==> src/design/i2cseq_pkg.sv <==
// Shared types and constants for the I2C EEPROM access sequencer.
// Holds command, bus-operation, phase and register-index codes, and the beat structs.
// No dependencies.
package i2cseq_pkg;

  // Input command codes
  typedef enum logic [2:0] {
    CMD_READ     = 3'd0,
    CMD_WRITE    = 3'd1,
    CMD_CUR_READ = 3'd2,
    CMD_WR_BYTE  = 3'd3,
    CMD_ACK      = 3'd4,
    CMD_RX       = 3'd5
  } cmd_e;

  // Bus operation codes carried on each result beat
  typedef enum logic [2:0] {
    OP_NONE   = 3'd0,
    OP_START  = 3'd1,
    OP_TX     = 3'd2,
    OP_RXACK  = 3'd3,
    OP_RXNACK = 3'd4,
    OP_STOP   = 3'd5
  } op_e;

  // Sequencer phases
  typedef enum logic [3:0] {
    PH_IDLE     = 4'd0,
    PH_CTLW     = 4'd1,
    PH_CTLW_CUR = 4'd2,
    PH_ADDR_HI  = 4'd3,
    PH_ADDR_LO  = 4'd4,
    PH_CTLR     = 4'd5,
    PH_RX       = 4'd6,
    PH_WDATA    = 4'd7,
    PH_WTX      = 4'd8
  } phase_e;

  // Configuration register indexes
  typedef enum logic [1:0] {
    CFG_DEV_BASE   = 2'd0,
    CFG_WIDE_ADDR  = 2'd1,
    CFG_PAGE_LOG2  = 2'd2,
    CFG_POLL_LIMIT = 2'd3
  } cfg_idx_e;

  localparam int unsigned MaxResults = 3;
  localparam int unsigned FifoDepth  = 4;

  typedef struct packed {
    logic [7:0]  device_control_base;
    logic        wide_address;
    logic [3:0]  page_size_log2;
    logic [31:0] poll_limit;
  } cfg_t;

  typedef struct packed {
    logic [2:0]  cmd;
    logic [15:0] mem_address;
    logic [16:0] byte_count;
    logic [7:0]  data_byte;
    logic        bus_ack;
  } item_t;

  typedef struct packed {
    op_e        bus_op;
    logic [7:0] bus_byte;
    logic       data_request;
    logic [7:0] read_data;
    logic       read_valid;
    logic       done_res;
    logic       error_flag;
    logic       last_of_run;
  } res_t;

  typedef struct packed {
    phase_e phase;
    logic   poll_zero;
  } stat_t;

  // Build one result beat; the last-of-run mark is set later
  function automatic res_t mk_res(op_e op, logic [7:0] tx_byte, logic dreq,
                                  logic [7:0] rdata, logic rvalid, logic done,
                                  logic err);
    res_t r;
    r.bus_op       = op;
    r.bus_byte     = tx_byte;
    r.data_request = dreq;
    r.read_data    = rdata;
    r.read_valid   = rvalid;
    r.done_res     = done;
    r.error_flag   = err;
    r.last_of_run  = 1'b0;
    return r;
  endfunction

endpackage

==> src/design/i2c_eeprom_access_sequencer_core.sv <==
// Top level of the I2C EEPROM access sequencer: stream ports, configuration registers
// and the result queue. Depends on i2cseq_pkg and i2cseq_ctrl.
//
// Accepts one input beat per clock while s_axis_tready is high (request, write byte or
// bus response) and turns it, in the same cycle, into zero to three result beats that
// enter a four-entry result queue; the first result can be taken on the next cycle.
// s_axis_tready is high whenever the queue has room for three results, so an item whose
// results fit is taken every cycle; the output side drains one result beat per cycle
// while m_axis_tready is high, which sets the sustained rate to one item per cycle for
// items that cause one result, and lower for items that cause more. Configuration
// writes are taken every cycle and should be made while the sequencer is idle.
module i2c_eeprom_access_sequencer_core #(
  parameter int unsigned ADDRESS_BITS  = 16,
  parameter int unsigned MAX_PAGE_LOG2 = 8
) (
  input  logic        clk_i,
  input  logic        rst_ni,
  // input beats
  input  logic        s_axis_tvalid,
  output logic        s_axis_tready,
  // [15:0] mem_address, [32:16] byte_count, [40:33] data_byte, [41] bus_ack
  input  logic [47:0] s_axis_tdata,
  // [2:0] cmd
  input  logic [2:0]  s_axis_tuser,
  // result beats
  output logic        m_axis_tvalid,
  input  logic        m_axis_tready,
  // [7:0] bus_byte, [8] data_request, [16:9] read_data, [17] read_valid,
  // [18] done_res, [19] error_flag
  output logic [23:0] m_axis_tdata,
  // [2:0] bus_op
  output logic [2:0]  m_axis_tuser,
  output logic        m_axis_tlast,
  // configuration writes
  input  logic        cfg_valid_i,
  output logic        cfg_ready_o,
  input  logic [1:0]  cfg_index_i,
  input  logic [31:0] cfg_data_i
);

  localparam int unsigned Depth = i2cseq_pkg::FifoDepth;
  localparam int unsigned PtrW  = $clog2(Depth);
  localparam int unsigned CntW  = $clog2(Depth + 1);

  i2cseq_pkg::cfg_t  cfg_q, cfg_d;
  i2cseq_pkg::item_t item;
  i2cseq_pkg::stat_t status;
  i2cseq_pkg::res_t [i2cseq_pkg::MaxResults-1:0] res;
  logic [1:0]        res_count;

  i2cseq_pkg::res_t  fifo_q [Depth];
  logic [PtrW-1:0]   wr_ptr_q, wr_ptr_d, rd_ptr_q, rd_ptr_d;
  logic [CntW-1:0]   count_q, count_d;
  logic              in_acc, out_acc;
  i2cseq_pkg::res_t  head;

  assign cfg_ready_o = 1'b1;

  // Update configuration registers on a write beat
  always_comb begin
    cfg_d = cfg_q;
    if (cfg_valid_i && cfg_ready_o) begin
      case (i2cseq_pkg::cfg_idx_e'(cfg_index_i))
        i2cseq_pkg::CFG_DEV_BASE:   cfg_d.device_control_base = cfg_data_i[7:0];
        i2cseq_pkg::CFG_WIDE_ADDR:  cfg_d.wide_address        = cfg_data_i[0];
        i2cseq_pkg::CFG_PAGE_LOG2:  cfg_d.page_size_log2      = cfg_data_i[3:0];
        i2cseq_pkg::CFG_POLL_LIMIT: cfg_d.poll_limit          = cfg_data_i;
        default:                    cfg_d = cfg_q;
      endcase
    end
  end

  always_ff @(posedge clk_i or negedge rst_ni) begin
    if (!rst_ni) begin
      cfg_q.device_control_base <= 8'd160;
      cfg_q.wide_address        <= 1'b1;
      cfg_q.page_size_log2      <= 4'd5;
      cfg_q.poll_limit          <= 32'd1000;
    end else begin
      cfg_q <= cfg_d;
    end
  end

  // Unpack the input beat
  always_comb begin
    item.cmd         = s_axis_tuser;
    item.mem_address = s_axis_tdata[15:0];
    item.byte_count  = s_axis_tdata[32:16];
    item.data_byte   = s_axis_tdata[40:33];
    item.bus_ack     = s_axis_tdata[41];
  end

  assign s_axis_tready = (count_q <= CntW'(Depth - i2cseq_pkg::MaxResults));
  assign in_acc        = s_axis_tvalid && s_axis_tready;

  i2cseq_ctrl #(
    .ADDRESS_BITS  (ADDRESS_BITS),
    .MAX_PAGE_LOG2 (MAX_PAGE_LOG2)
  ) u_ctrl (
    .clk_i       (clk_i),
    .rst_ni      (rst_ni),
    .accept_i    (in_acc),
    .item_i      (item),
    .cfg_i       (cfg_q),
    .res_o       (res),
    .res_count_o (res_count),
    .status_o    (status)
  );

  // Result queue: push up to three beats, pop one
  assign m_axis_tvalid = (count_q != '0);
  assign out_acc       = m_axis_tvalid && m_axis_tready;
  assign head          = fifo_q[rd_ptr_q];

  always_comb begin
    wr_ptr_d = wr_ptr_q + PtrW'(res_count);
    rd_ptr_d = rd_ptr_q + PtrW'(out_acc);
    count_d  = count_q + CntW'(res_count) - CntW'(out_acc);
  end

  always_ff @(posedge clk_i or negedge rst_ni) begin
    if (!rst_ni) begin
      wr_ptr_q <= '0;
      rd_ptr_q <= '0;
      count_q  <= '0;
    end else begin
      wr_ptr_q <= wr_ptr_d;
      rd_ptr_q <= rd_ptr_d;
      count_q  <= count_d;
    end
  end

  always_ff @(posedge clk_i) begin
    for (int k = 0; k < int'(i2cseq_pkg::MaxResults); k++) begin
      if (2'(k) < res_count) begin
        fifo_q[wr_ptr_q + PtrW'(k)] <= res[k];
      end
    end
  end

  // Pack the head beat
  assign m_axis_tuser = head.bus_op;
  assign m_axis_tlast = head.last_of_run;
  assign m_axis_tdata = {4'd0, head.error_flag, head.done_res, head.read_valid,
                         head.read_data, head.data_request, head.bus_byte};

  // Queue never overfills
  a_count_bound: assert property (@(posedge clk_i) disable iff (!rst_ni)
    count_q <= CntW'(Depth))
    else $error("result queue overfilled");

  // A request taken while busy causes no result
  a_busy_ignore: assert property (@(posedge clk_i) disable iff (!rst_ni)
    (in_acc && status.phase != i2cseq_pkg::PH_IDLE &&
     (item.cmd == i2cseq_pkg::CMD_READ || item.cmd == i2cseq_pkg::CMD_WRITE ||
      item.cmd == i2cseq_pkg::CMD_CUR_READ)) |-> res_count == 2'd0)
    else $error("request accepted while busy produced results");

  // Polling phases always have attempts left
  a_poll_live: assert property (@(posedge clk_i) disable iff (!rst_ni)
    (status.phase == i2cseq_pkg::PH_CTLW || status.phase == i2cseq_pkg::PH_CTLW_CUR)
    |-> !status.poll_zero)
    else $error("polling phase with no attempts left");

  // An item taken in idle that queues a start and a control byte leaves the sequencer polling
  a_ctl_queued: assert property (@(posedge clk_i) disable iff (!rst_ni)
    (in_acc && status.phase == i2cseq_pkg::PH_IDLE && res_count == 2'd2)
    |=> (status.phase == i2cseq_pkg::PH_CTLW || status.phase == i2cseq_pkg::PH_CTLW_CUR))
    else $error("request started without entering a polling phase");

endmodule

==> src/design/i2cseq_ctrl.sv <==
// Sequencer state and next-state logic: turns one accepted beat into up to three results.
// Depends on i2cseq_pkg.
module i2cseq_ctrl #(
  parameter int unsigned ADDRESS_BITS  = 16,
  parameter int unsigned MAX_PAGE_LOG2 = 8
) (
  input  logic                                          clk_i,
  input  logic                                          rst_ni,
  input  logic                                          accept_i,
  input  i2cseq_pkg::item_t                             item_i,
  input  i2cseq_pkg::cfg_t                              cfg_i,
  output i2cseq_pkg::res_t [i2cseq_pkg::MaxResults-1:0] res_o,
  output logic [1:0]                                    res_count_o,
  output i2cseq_pkg::stat_t                             status_o
);

  localparam int unsigned AW = ADDRESS_BITS;
  localparam int unsigned PW = MAX_PAGE_LOG2 + 1;

  i2cseq_pkg::phase_e phase_q, phase_d;
  logic [AW-1:0]      cursor_q, cursor_d;
  logic [16:0]        rem_q, rem_d;
  logic [31:0]        poll_q, poll_d;
  logic [PW-1:0]      page_q, page_d;
  logic               wr_q, wr_d;

  logic [AW-1:0]      addr_trunc, cursor_inc, pg_src;
  logic [15:0]        cur_ext, src_ext;
  logic [3:0]         lg;
  logic [PW-1:0]      pg_size, pg_fresh;
  logic [31:0]        poll_eff, poll_dec;
  logic [16:0]        rem_dec;
  logic [PW-1:0]      page_dec;
  logic [7:0]         ctl_wr, ctl_rd;
  i2cseq_pkg::res_t [i2cseq_pkg::MaxResults-1:0] res;
  logic [1:0]         n;

  // Hold sequencer state
  always_ff @(posedge clk_i or negedge rst_ni) begin
    if (!rst_ni) begin
      phase_q  <= i2cseq_pkg::PH_IDLE;
      cursor_q <= '0;
      rem_q    <= '0;
      poll_q   <= '0;
      page_q   <= '0;
      wr_q     <= 1'b0;
    end else begin
      phase_q  <= phase_d;
      cursor_q <= cursor_d;
      rem_q    <= rem_d;
      poll_q   <= poll_d;
      page_q   <= page_d;
      wr_q     <= wr_d;
    end
  end

  // Derived values: page room from a start address, decrements, control bytes
  always_comb begin
    addr_trunc = item_i.mem_address[AW-1:0];
    cursor_inc = cursor_q + AW'(1);
    pg_src     = (phase_q == i2cseq_pkg::PH_IDLE) ? addr_trunc : cursor_inc;
    src_ext    = 16'(pg_src);
    cur_ext    = 16'(cursor_q);
    lg         = (cfg_i.page_size_log2 > 4'(MAX_PAGE_LOG2)) ? 4'(MAX_PAGE_LOG2)
                                                            : cfg_i.page_size_log2;
    pg_size    = PW'(1) << lg;
    pg_fresh   = pg_size - (src_ext[PW-1:0] & (pg_size - PW'(1)));
    poll_eff   = (cfg_i.poll_limit == 32'd0) ? 32'd1 : cfg_i.poll_limit;
    poll_dec   = poll_q - 32'(poll_q != 32'd0);
    rem_dec    = rem_q - 17'(rem_q != 17'd0);
    page_dec   = page_q - PW'(page_q != '0);
    ctl_wr     = cfg_i.device_control_base;
    ctl_rd     = cfg_i.device_control_base + 8'd1;
  end

  // Next state and result beats for the accepted item
  always_comb begin
    phase_d  = phase_q;
    cursor_d = cursor_q;
    rem_d    = rem_q;
    poll_d   = poll_q;
    page_d   = page_q;
    wr_d     = wr_q;
    n        = 2'd0;
    res      = '0;
    if (accept_i) begin
      case (phase_q)
        i2cseq_pkg::PH_IDLE: begin
          if (item_i.cmd == i2cseq_pkg::CMD_READ || item_i.cmd == i2cseq_pkg::CMD_WRITE) begin
            if (item_i.byte_count == 17'd0) begin
              res[0] = i2cseq_pkg::mk_res(i2cseq_pkg::OP_NONE, 8'd0, 1'b0, 8'd0, 1'b0,
                                          1'b1, 1'b0);
              n      = 2'd1;
            end else begin
              cursor_d = addr_trunc;
              rem_d    = item_i.byte_count;
              wr_d     = (item_i.cmd == i2cseq_pkg::CMD_WRITE);
              if (item_i.cmd == i2cseq_pkg::CMD_WRITE) begin
                page_d = pg_fresh;
              end
              poll_d  = poll_eff;
              phase_d = i2cseq_pkg::PH_CTLW;
              res[0]  = i2cseq_pkg::mk_res(i2cseq_pkg::OP_START, 8'd0, 1'b0, 8'd0, 1'b0,
                                           1'b0, 1'b0);
              res[1]  = i2cseq_pkg::mk_res(i2cseq_pkg::OP_TX, ctl_wr, 1'b0, 8'd0, 1'b0,
                                           1'b0, 1'b0);
              n       = 2'd2;
            end
          end else if (item_i.cmd == i2cseq_pkg::CMD_CUR_READ) begin
            rem_d   = 17'd1;
            wr_d    = 1'b0;
            poll_d  = poll_eff;
            phase_d = i2cseq_pkg::PH_CTLW_CUR;
            res[0]  = i2cseq_pkg::mk_res(i2cseq_pkg::OP_START, 8'd0, 1'b0, 8'd0, 1'b0,
                                         1'b0, 1'b0);
            res[1]  = i2cseq_pkg::mk_res(i2cseq_pkg::OP_TX, ctl_wr, 1'b0, 8'd0, 1'b0,
                                         1'b0, 1'b0);
            n       = 2'd2;
          end
        end
        i2cseq_pkg::PH_CTLW, i2cseq_pkg::PH_CTLW_CUR: begin
          if (item_i.cmd == i2cseq_pkg::CMD_ACK) begin
            if (!item_i.bus_ack) begin
              // retry the control byte until the poll budget runs out
              poll_d = poll_dec;
              if (poll_dec == 32'd0) begin
                phase_d = i2cseq_pkg::PH_IDLE;
                res[0]  = i2cseq_pkg::mk_res(i2cseq_pkg::OP_STOP, 8'd0, 1'b0, 8'd0, 1'b0,
                                             1'b1, 1'b1);
                n       = 2'd1;
              end else begin
                res[0] = i2cseq_pkg::mk_res(i2cseq_pkg::OP_START, 8'd0, 1'b0, 8'd0, 1'b0,
                                            1'b0, 1'b0);
                res[1] = i2cseq_pkg::mk_res(i2cseq_pkg::OP_TX, ctl_wr, 1'b0, 8'd0, 1'b0,
                                            1'b0, 1'b0);
                n      = 2'd2;
              end
            end else if (phase_q == i2cseq_pkg::PH_CTLW_CUR) begin
              phase_d = i2cseq_pkg::PH_CTLR;
              res[0]  = i2cseq_pkg::mk_res(i2cseq_pkg::OP_START, 8'd0, 1'b0, 8'd0, 1'b0,
                                           1'b0, 1'b0);
              res[1]  = i2cseq_pkg::mk_res(i2cseq_pkg::OP_TX, ctl_rd, 1'b0, 8'd0, 1'b0,
                                           1'b0, 1'b0);
              n       = 2'd2;
            end else if (cfg_i.wide_address) begin
              phase_d = i2cseq_pkg::PH_ADDR_HI;
              res[0]  = i2cseq_pkg::mk_res(i2cseq_pkg::OP_TX, cur_ext[15:8], 1'b0, 8'd0,
                                           1'b0, 1'b0, 1'b0);
              n       = 2'd1;
            end else begin
              phase_d = i2cseq_pkg::PH_ADDR_LO;
              res[0]  = i2cseq_pkg::mk_res(i2cseq_pkg::OP_TX, cur_ext[7:0], 1'b0, 8'd0,
                                           1'b0, 1'b0, 1'b0);
              n       = 2'd1;
            end
          end
        end
        i2cseq_pkg::PH_ADDR_HI: begin
          if (item_i.cmd == i2cseq_pkg::CMD_ACK) begin
            if (!item_i.bus_ack) begin
              phase_d = i2cseq_pkg::PH_IDLE;
              res[0]  = i2cseq_pkg::mk_res(i2cseq_pkg::OP_STOP, 8'd0, 1'b0, 8'd0, 1'b0,
                                           1'b1, 1'b1);
            end else begin
              phase_d = i2cseq_pkg::PH_ADDR_LO;
              res[0]  = i2cseq_pkg::mk_res(i2cseq_pkg::OP_TX, cur_ext[7:0], 1'b0, 8'd0,
                                           1'b0, 1'b0, 1'b0);
            end
            n = 2'd1;
          end
        end
        i2cseq_pkg::PH_ADDR_LO: begin
          if (item_i.cmd == i2cseq_pkg::CMD_ACK) begin
            if (!item_i.bus_ack) begin
              phase_d = i2cseq_pkg::PH_IDLE;
              res[0]  = i2cseq_pkg::mk_res(i2cseq_pkg::OP_STOP, 8'd0, 1'b0, 8'd0, 1'b0,
                                           1'b1, 1'b1);
              n       = 2'd1;
            end else if (wr_q) begin
              phase_d = i2cseq_pkg::PH_WDATA;
              res[0]  = i2cseq_pkg::mk_res(i2cseq_pkg::OP_NONE, 8'd0, 1'b1, 8'd0, 1'b0,
                                           1'b0, 1'b0);
              n       = 2'd1;
            end else begin
              phase_d = i2cseq_pkg::PH_CTLR;
              res[0]  = i2cseq_pkg::mk_res(i2cseq_pkg::OP_START, 8'd0, 1'b0, 8'd0, 1'b0,
                                           1'b0, 1'b0);
              res[1]  = i2cseq_pkg::mk_res(i2cseq_pkg::OP_TX, ctl_rd, 1'b0, 8'd0, 1'b0,
                                           1'b0, 1'b0);
              n       = 2'd2;
            end
          end
        end
        i2cseq_pkg::PH_CTLR: begin
          if (item_i.cmd == i2cseq_pkg::CMD_ACK) begin
            if (!item_i.bus_ack) begin
              phase_d = i2cseq_pkg::PH_IDLE;
              res[0]  = i2cseq_pkg::mk_res(i2cseq_pkg::OP_STOP, 8'd0, 1'b0, 8'd0, 1'b0,
                                           1'b1, 1'b1);
            end else begin
              phase_d = i2cseq_pkg::PH_RX;
              res[0]  = i2cseq_pkg::mk_res((rem_q > 17'd1) ? i2cseq_pkg::OP_RXACK
                                                           : i2cseq_pkg::OP_RXNACK,
                                           8'd0, 1'b0, 8'd0, 1'b0, 1'b0, 1'b0);
            end
            n = 2'd1;
          end
        end
        i2cseq_pkg::PH_RX: begin
          if (item_i.cmd == i2cseq_pkg::CMD_RX) begin
            rem_d    = rem_dec;
            cursor_d = cursor_inc;
            if (rem_dec != 17'd0) begin
              res[0] = i2cseq_pkg::mk_res((rem_dec > 17'd1) ? i2cseq_pkg::OP_RXACK
                                                            : i2cseq_pkg::OP_RXNACK,
                                          8'd0, 1'b0, item_i.data_byte, 1'b1, 1'b0, 1'b0);
            end else begin
              phase_d = i2cseq_pkg::PH_IDLE;
              res[0]  = i2cseq_pkg::mk_res(i2cseq_pkg::OP_STOP, 8'd0, 1'b0, item_i.data_byte,
                                           1'b1, 1'b1, 1'b0);
            end
            n = 2'd1;
          end
        end
        i2cseq_pkg::PH_WDATA: begin
          if (item_i.cmd == i2cseq_pkg::CMD_WR_BYTE) begin
            phase_d = i2cseq_pkg::PH_WTX;
            res[0]  = i2cseq_pkg::mk_res(i2cseq_pkg::OP_TX, item_i.data_byte, 1'b0, 8'd0,
                                         1'b0, 1'b0, 1'b0);
            n       = 2'd1;
          end
        end
        i2cseq_pkg::PH_WTX: begin
          if (item_i.cmd == i2cseq_pkg::CMD_ACK) begin
            if (!item_i.bus_ack) begin
              phase_d = i2cseq_pkg::PH_IDLE;
              res[0]  = i2cseq_pkg::mk_res(i2cseq_pkg::OP_STOP, 8'd0, 1'b0, 8'd0, 1'b0,
                                           1'b1, 1'b1);
              n       = 2'd1;
            end else begin
              rem_d    = rem_dec;
              page_d   = page_dec;
              cursor_d = cursor_inc;
              if (rem_dec == 17'd0) begin
                phase_d = i2cseq_pkg::PH_IDLE;
                res[0]  = i2cseq_pkg::mk_res(i2cseq_pkg::OP_STOP, 8'd0, 1'b0, 8'd0, 1'b0,
                                             1'b1, 1'b0);
                n       = 2'd1;
              end else if (page_dec == '0) begin
                // page end: stop, then poll the device again for the next page
                page_d  = pg_fresh;
                poll_d  = poll_eff;
                phase_d = i2cseq_pkg::PH_CTLW;
                res[0]  = i2cseq_pkg::mk_res(i2cseq_pkg::OP_STOP, 8'd0, 1'b0, 8'd0, 1'b0,
                                             1'b0, 1'b0);
                res[1]  = i2cseq_pkg::mk_res(i2cseq_pkg::OP_START, 8'd0, 1'b0, 8'd0, 1'b0,
                                             1'b0, 1'b0);
                res[2]  = i2cseq_pkg::mk_res(i2cseq_pkg::OP_TX, ctl_wr, 1'b0, 8'd0, 1'b0,
                                             1'b0, 1'b0);
                n       = 2'd3;
              end else begin
                phase_d = i2cseq_pkg::PH_WDATA;
                res[0]  = i2cseq_pkg::mk_res(i2cseq_pkg::OP_NONE, 8'd0, 1'b1, 8'd0, 1'b0,
                                             1'b0, 1'b0);
                n       = 2'd1;
              end
            end
          end
        end
        default: begin
          phase_d = i2cseq_pkg::PH_IDLE;
        end
      endcase
    end
  end

  // Mark the final beat of the run
  always_comb begin
    res_o = res;
    for (int k = 0; k < int'(i2cseq_pkg::MaxResults); k++) begin
      res_o[k].last_of_run = (2'(k + 1) == n);
    end
  end

  assign res_count_o        = n;
  assign status_o.phase     = phase_q;
  assign status_o.poll_zero = (poll_q == 32'd0);

endmodule

==> config.mk <==
export PLATFORM = sky130hd
export DESIGN_NAME = i2c_eeprom_access_sequencer_core
export DESIGN_NICKNAME = d
export VERILOG_FILES = /design/src/design/i2cseq_pkg.sv /design/src/design/i2c_eeprom_access_sequencer_core.sv /design/src/design/i2cseq_ctrl.sv
export SDC_FILE = /design/constraint.sdc
export NUM_CORES = 1
export LEC_CHECK = 0
export BUFFER_PORTS_ARGS = -buffer_cell sky130_fd_sc_hd__buf_2
export CAP_MARGIN = 5
export CORE_UTILIZATION = 45
export CTS_CLUSTER_DIAMETER = 150
export DETAILED_ROUTE_END_ITERATION = 7
export SLEW_MARGIN = 20
export SYNTH_ARGS = -nofsm -noshare
export SYNTH_HDL_FRONTEND = slang
export SYNTH_SLANG_ARGS = --single-unit
==> constraint.sdc <==
create_clock -name clk_i -period 7.2 [get_ports clk_i]
set_input_delay 1.08 -clock clk_i [delete_from_list [all_inputs] [get_ports clk_i]]
set_output_delay 1.08 -clock clk_i [all_outputs]
set_load 0.05 [all_outputs]
==> results.yml, run 1 <==
outcome:
  status: "complete, but fails checks"
  violations: "DRC"
worst_setup_path:
  crit_path_max_incr_delay_ps: 710
  crit_path_end: "fifo_q[0][13]$_DFFE_PP_"
  worstReg2RegEnd: "fifo_q[0][13]$_DFFE_PP_"
  crit_path_end_kind: "register"
  cp_max_fo: 15
  worst_setup_path_start_kind: "register"
  critPathKind: "register to register"
  required_ps: 7390
  crit_chain: "or4_1 -> or4b_1 -> nor4_1 -> nand4_1 -> ha_1 -> ha_1 -> nor3b_1 -> nand4_1 -> or4_1 -> nand4_1 -> or4_4 -> nor4b_4 -> a21oi_2 -> and2_1 -> or3_1"
  worstSetupStartpoint: "u_ctrl.poll_q[14]$_DFFE_PN0P_"
  crit_top_cell: "nand4_1"
  critPathArrivalTime_ps: 6770
  r2r_slack_ps: 610
  worstReg2RegStart: "u_ctrl.poll_q[14]$_DFFE_PN0P_"
  reg2reg_depth: 15
  critPathSlowestCell: "or3_1"
sta:
  tightest_slew_ps: 1060
  relSlewSlack_pct: 29.1
  hold_viol_final: 0
  max_freq_ghz: 0.152
  rsz0062_at_grt: "no"
  setup_viol: 0
  layout_setup_ws_ps: 614
  finClkSkew_ps: 21.6
  whs_ps: 451
  fin_tns_setup_ps: 0
  min_period_ps: 6590
  fin_crit_sh_pct: 91.5
  slew_viol_final: 0
clocking:
  insertion_delay_ps: 550
  cts_buffers: 27
  htreeDepth: 1
  cts_resized: 0
  root_buffer: "clkbuf_16"
  hold_buffers: 0
  clk_pin_slew_ps: 60
  clockBufferDepth: 3
  cts_post_setup_buffers_inserted: 0
  cts_tree: "done"
  numClockSinks: 227
logic_synthesis:
  ys_ff_latch: 227
  synth-main-ff-cell: "dfrtp_1"
  async_flop_share_pct: 57.7
  yosys-top-cells-count: "a21oi_1, nor2_1, o21ai_0"
  synth_area_per_cell_um2: 8.83
  yosys_warnings: 0
  synth_edf_count: 40
  postSynthCellCount: 1611
  synth.distinct_cells: 79
  yosysTopAreaCell: "dfrtp_1"
  synth_area_mm2: 0.0142
  synth_top_area_share_pct: 21.1
  netlist_top_cells_area: "dfrtp_1, edfxtp_1, dfxtp_1"
  ys_seq_area_share_pct: 39.5
  synth.most_common_cell: "a21oi_1"
grt:
  antenna_found_initial: 1
  grt_start_max_net_pins: 70
  grt_pass1_wl_mm: 67.3
  grt_pass1_vias: 12000
  track_usage_pct: 25.7
  grt_overflow: 0
place:
  gp_congestion: 0.929
  port_buffers: 109
  place_ws_ps: 657
  hpwl_mm: 30.1
job:
  maxCapViolations: 0
route:
  ant_nets: 0
  first_pass_iters: 8
  vias_per_cell: 6.14
  routed_wl_mm: 41.9
  wire_per_inst_um: 20.0
  drtIter0Drc: 1259
  vias: 12900
  drcViolationCount: 16
final_layout:
  fin_nets: 1787
  drive_gt1_share_pct: 17.9
  syn_to_final_growth_pct: 12.7
  n_fill_cell: 2956
pwr:
  irDropWorstVdd_mv: 0.243
  p_leak_uw: 0.00655
  power.density_mw_per_mm2: 349
floorplan:
  core_area_mm2: 0.0308
  dieArea_mm2: 0.0323
  die_w_um: 180
  ios: 121
  die_y_um: 180
  row_count: 64
  start_util_pct: 46.1
min_path:
  hold_path.class: "register to register"
## kinds of logic after synthesis
family	after synthesis	synth area share, %
and+or+nand+nor	584	20.7
muxes	121	11.1
other	2	0.0528
adders and majority gates	20	1.86
buffers and inverters	150	4.56
DFF	227	39.5
xor gates and xnor gates	31	1.91
AOI/OAI and AO/OA	476	20.3
## worst max-delay path: cells and delay by family, from the launching register on
| kind | cells | cell delay, ps |
|---|---|---|
| AO/OA/AOI/OAI | 1 | 270 |
| adder cells (fa/ha/maj) | 2 | 530 |
| flip-flops | 1 | 490 |
| AND/OR/NAND/NOR | 12 | 4930 |
## routing by layer
metal / wire length (um) / track usage (%) / vias to the layer above
met5: 0 / 0 / -
met4: 1120 / 7.48 / 0
met3: 2850 / 4.01 / 69
met2: 18600 / 39.2 / 436
met1: 19400 / 37.5 / 6207
li1: - / - / 6161
## sequential cells by signal (all words and copies together) (netlist names)
| signal | count |
|---|---|
| cfg_q | 45 |
| count_q | 3 |
| fifo_q | 96 |
| rd_ptr_q | 2 |
| u_ctrl.cur_ext | 16 |
| u_ctrl.page_q | 9 |
| u_ctrl.phase_q | 4 |
| u_ctrl.poll_q | 32 |
| u_ctrl.rem_q | 17 |
| u_ctrl.wr_q | 1 |
| wr_ptr_q | 2 |
## area by class of cell
type	instances	area (um^2)	area share, %
inverter	38	143	0.890
tap	396	495	3.09
sequential	227	5610	35.0
timing repair buffer	146	830	5.18
clock buffer	38	800	4.99
antenna	1	2.50	0.0156
multi-input combinational	1237	8000	49.9
clock inverter	12	144	0.898
## per-stage QoR
stage          cells  instance area, um^2  util, %  power, uW
6_report        2095                16000     52.0       5590
5_1_grt         2094                16000     52.0       5950
4_1_cts         2094                16000     52.0       5600
3_5_place_dp    2044                15100     48.9       4140
3_3_place_gp    2044                15100     48.9       4120
2_1_floorplan   1614                14200        -       3530
## cells in the final DEF (no fill, tap or decap), drive strengths merged, types with 6 or more instances in the layout
cell type / count
nand2b: 19
nor2b: 18
xor2: 10
a22oi: 29
clkbuf: 38
nor4: 35
dfrtp: 120
nand2: 131
xnor2: 21
or4: 12
nand3: 44
inv: 40
and2: 12
ha: 18
o21a: 6
or3: 19
clkinv: 7
dfxtp: 56
nand4: 23
mux2: 51
o31ai: 13
buf: 146
edfxtp: 40
dfstp: 11
nor4b: 7
a211oi: 15
a21oi: 163
nor2: 144
mux2i: 46
nor3b: 10
o22ai: 14
nor3: 57
a31oi: 14
o21ai: 147
mux4: 24
a221oi: 22
and3: 33
## worst min-delay path by stage
stage | startpoint | to | slack [ps] | cells after the start
global placement | fifo_q[0][23]$_SDFFE_PP0P_ | fifo_q[0][23]$_SDFFE_PP0P_ | 440 | 2
floorplan | fifo_q[0][23]$_SDFFE_PP0P_ | fifo_q[0][23]$_SDFFE_PP0P_ | 430 | 2
finish | fifo_q[3][4]$_SDFFE_PP0N_ | fifo_q[3][4]$_SDFFE_PP0N_ | 450 | 2
CTS | fifo_q[3][2]$_SDFFE_PP0N_ | fifo_q[3][2]$_SDFFE_PP0N_ | 450 | 2
global route | fifo_q[3][4]$_SDFFE_PP0N_ | fifo_q[3][4]$_SDFFE_PP0N_ | 470 | 2
detailed placement | fifo_q[3][2]$_SDFFE_PP0N_ | fifo_q[3][2]$_SDFFE_PP0N_ | 440 | 2
## power breakdown
part | leakage [uW] | switching [uW] | internal (uW)
clock | 0.000471 | 550 | 881
sequential | 0.00242 | 416 | 1570
combinational | 0.00366 | 1340 | 832
Power figures use the tool's default switching activity.
==> inputs of run 2 (changes only) <==
--- a/config.mk
+++ b/config.mk
@@ -10,6 +10,8 @@
 export CORE_UTILIZATION = 45
 export CTS_CLUSTER_DIAMETER = 150
 export DETAILED_ROUTE_END_ITERATION = 7
+export MAX_ROUTING_LAYER = met4
+export PLACE_DENSITY_LB_ADDON = 0.25
 export SLEW_MARGIN = 20
 export SYNTH_ARGS = -nofsm -noshare
 export SYNTH_HDL_FRONTEND = slang
==> run 2 against run 1 <==
Against the previous run:
- the run still ends with DRC left
- setup slack lost 99 ps
- maximum frequency shrank 1.5%
- combinational power shrank 4%
- cell count fell by 0.33%
- highest routed layer unchanged
- routed wire length decreased by 2.3%
- first-iteration DRC count is 27% higher
- clock skew is 7.1 ps lower
- critical path depth did not move
- die area stayed put
- global-route usage about the same
- critical path type unchanged
- core utilization is 0.32 points lower
==> results.yml, run 2 (synthesis gave the netlist of run 1 again) <==
route:
  drtIter0Drc: 1595
  wire_per_inst_um: 19.6
  first_pass_iters: 8
  ant_nets: 0
  vias_per_cell: 6.27
  routed_wl_mm: 41.0
  vias: 13100
  drcViolationCount: 6
sta:
  relSlewSlack_pct: 37.1
  whs_ps: 453
  slew_viol_final: 0
  max_freq_ghz: 0.150
  layout_setup_ws_ps: 515
  fin_tns_setup_ps: 0
  hold_viol_final: 0
  tightest_slew_ps: 936
  rsz0062_at_grt: "no"
  setup_viol: 0
  finClkSkew_ps: 14.6
  min_period_ps: 6690
  fin_crit_sh_pct: 92.9
outcome:
  status: "complete, but fails checks"
  violations: "DRC"
floorplan:
  start_util_pct: 46.1
  die_w_um: 180
  row_count: 64
  ios: 121
  die_y_um: 180
  core_area_mm2: 0.0308
  dieArea_mm2: 0.0323
grt:
  grt_pass1_vias: 11900
  antenna_found_initial: 3
  track_usage_pct: 25.7
  grt_pass1_wl_mm: 65.7
  grt_overflow: 0
  grt_start_max_net_pins: 68
worst_setup_path:
  required_ps: 7380
  worstSetupStartpoint: "u_ctrl.poll_q[18]$_DFFE_PN0P_"
  crit_chain: "or4_4 -> or4b_1 -> nor4_1 -> nand4_1 -> ha_1 -> ha_1 -> nor3b_1 -> nand4_1 -> or4_1 -> nand4_1 -> or4_4 -> nor4b_4 -> a21o_2 -> nand3_1 -> nand3_1"
  crit_top_cell: "nand4_1"
  critPathSlowestCell: "or4b_1"
  crit_path_end_kind: "register"
  crit_path_max_incr_delay_ps: 690
  worstReg2RegStart: "u_ctrl.poll_q[18]$_DFFE_PN0P_"
  cp_max_fo: 15
  critPathArrivalTime_ps: 6860
  crit_buf_inv: 0
  worst_setup_path_start_kind: "register"
  critPathKind: "register to register"
  crit_family: "simple AND/OR/NAND/NOR gates"
min_path:
  hold_path.class: "register to register"
  min-delay-start: "fifo_q[3][7]$_SDFFE_PP0N_"
clocking:
  insertion_delay_ps: 550
  root_buffer: "clkbuf_16"
  cts_tree: "done"
  clk_pin_slew_ps: 60
  cts_resized: 0
  cts_post_setup_buffers_inserted: 0
  hold_buffers: 0
  cts_buffers: 26
  htreeDepth: 1
  numClockSinks: 227
  clockBufferDepth: 3
final_layout:
  fin_cells: 2088
  largest_reg_flops: 96
  final_common_cell: "a21oi_1"
  top_register: "fifo_q"
  reg.largest.list: "fifo_q: 96 flops, cfg_q: 45 flops, u_ctrl.poll_q: 32 flops"
  layout_common_cells: "a21oi_1, nor2_1, o21ai_0"
  fin_nets: 1779
  syn_to_final_growth_pct: 12.0
  drive_gt1_share_pct: 17.4
place:
  place_ws_ps: 559
  post-place-cells: 2037
  hpwl_mm: 28.9
  port_buffers: 109
  gp_congestion: 0.966
pwr:
  power.density_mw_per_mm2: 345
  p_leak_uw: 0.00648
  irDropWorstVdd_mv: 0.256
job:
  maxCapViolations: 0
## run 2: cell count changes in the layout (fill, tap and decap cells not counted), sizes merged
| cell | previous run | this run |
|---|---|---|
| buf | 146 | 139 |
| inv | 40 | 38 |
| bufinv | 3 | 2 |
| clkinvlp | 0 | 1 |
| diode | 1 | 3 |
## run 2: area by class of cell
| class | instances | area, um^2 |
|---|---|---|
| multi-input cells | 1237 | 8010 |
| flip-flops and latches | 227 | 5620 |
| inverters | 38 | 143 |
| well taps | 396 | 495 |
| fillers | 2889 | 14900 |
| repair buffers | 139 | 777 |
| clock inverters | 10 | 111 |
| clock buffers | 38 | 768 |
| diodes | 3 | 7.51 |
## run 2: stage by stage
step	util, %	instance area, um^2	total power (uW)
2_1_floorplan	-	14200	3530
3_3_place_gp	48.7	15000	4060
3_5_place_dp	48.7	15000	4100
4_1_cts	51.6	15900	5480
5_1_grt	51.7	15900	5840
6_report	51.7	15900	5500
## run 2: path summary, 6_finish.rpt
| kind | end | slack, ps | depth (start not counted) |
|---|---|---|---|
| min | fifo_q[3][7]$_SDFFE_PP0N_ | 450 | 2 |
| max in group asynchronous | rd_ptr_q[1]$_DFF_PN0_ | 5270 | 2 |
| min in group asynchronous | cfg_q[14]$_DFFE_PN0P_ | 530 | 1 |
| max | fifo_q[3][19]$_DFFE_PP_ | 510 | 15 |
| min reg2reg | fifo_q[3][7]$_SDFFE_PP0N_ | 450 | 2 |
| max reg2reg | fifo_q[3][19]$_DFFE_PP_ | 510 | 15 |
## run 2: per-layer routing
layer / GRT usage [%] / wire, um / up-vias
met2: 38.1 / 18200 / 602
li1: - / - / 6141
met3: 3.40 / 3300 / 87
met4: 8.52 / 1320 / 0
met5: - / 0 / -
met1: 36.2 / 18200 / 6268
## run 2: worst reg2reg max path, stage by stage (launching register included)
cell and delay, ps:
dfrtp_1 510, or4_4 620, or4b_1 690, nor4_1 530
nand4_1 150, ha_1 260, ha_1 260, nor3b_1 230
nand4_1 340, or4_1 190, nand4_1 100, or4_4 540
nor4b_4 590, a21o_2 430, nand3_1 290, nand3_1 590
## run 2: where the power goes
| part | internal (uW) | switching [uW] |
|---|---|---|
| Clock | 811 | 552 |
| Combinational | 816 | 1270 |
| Sequential | 1570 | 480 |
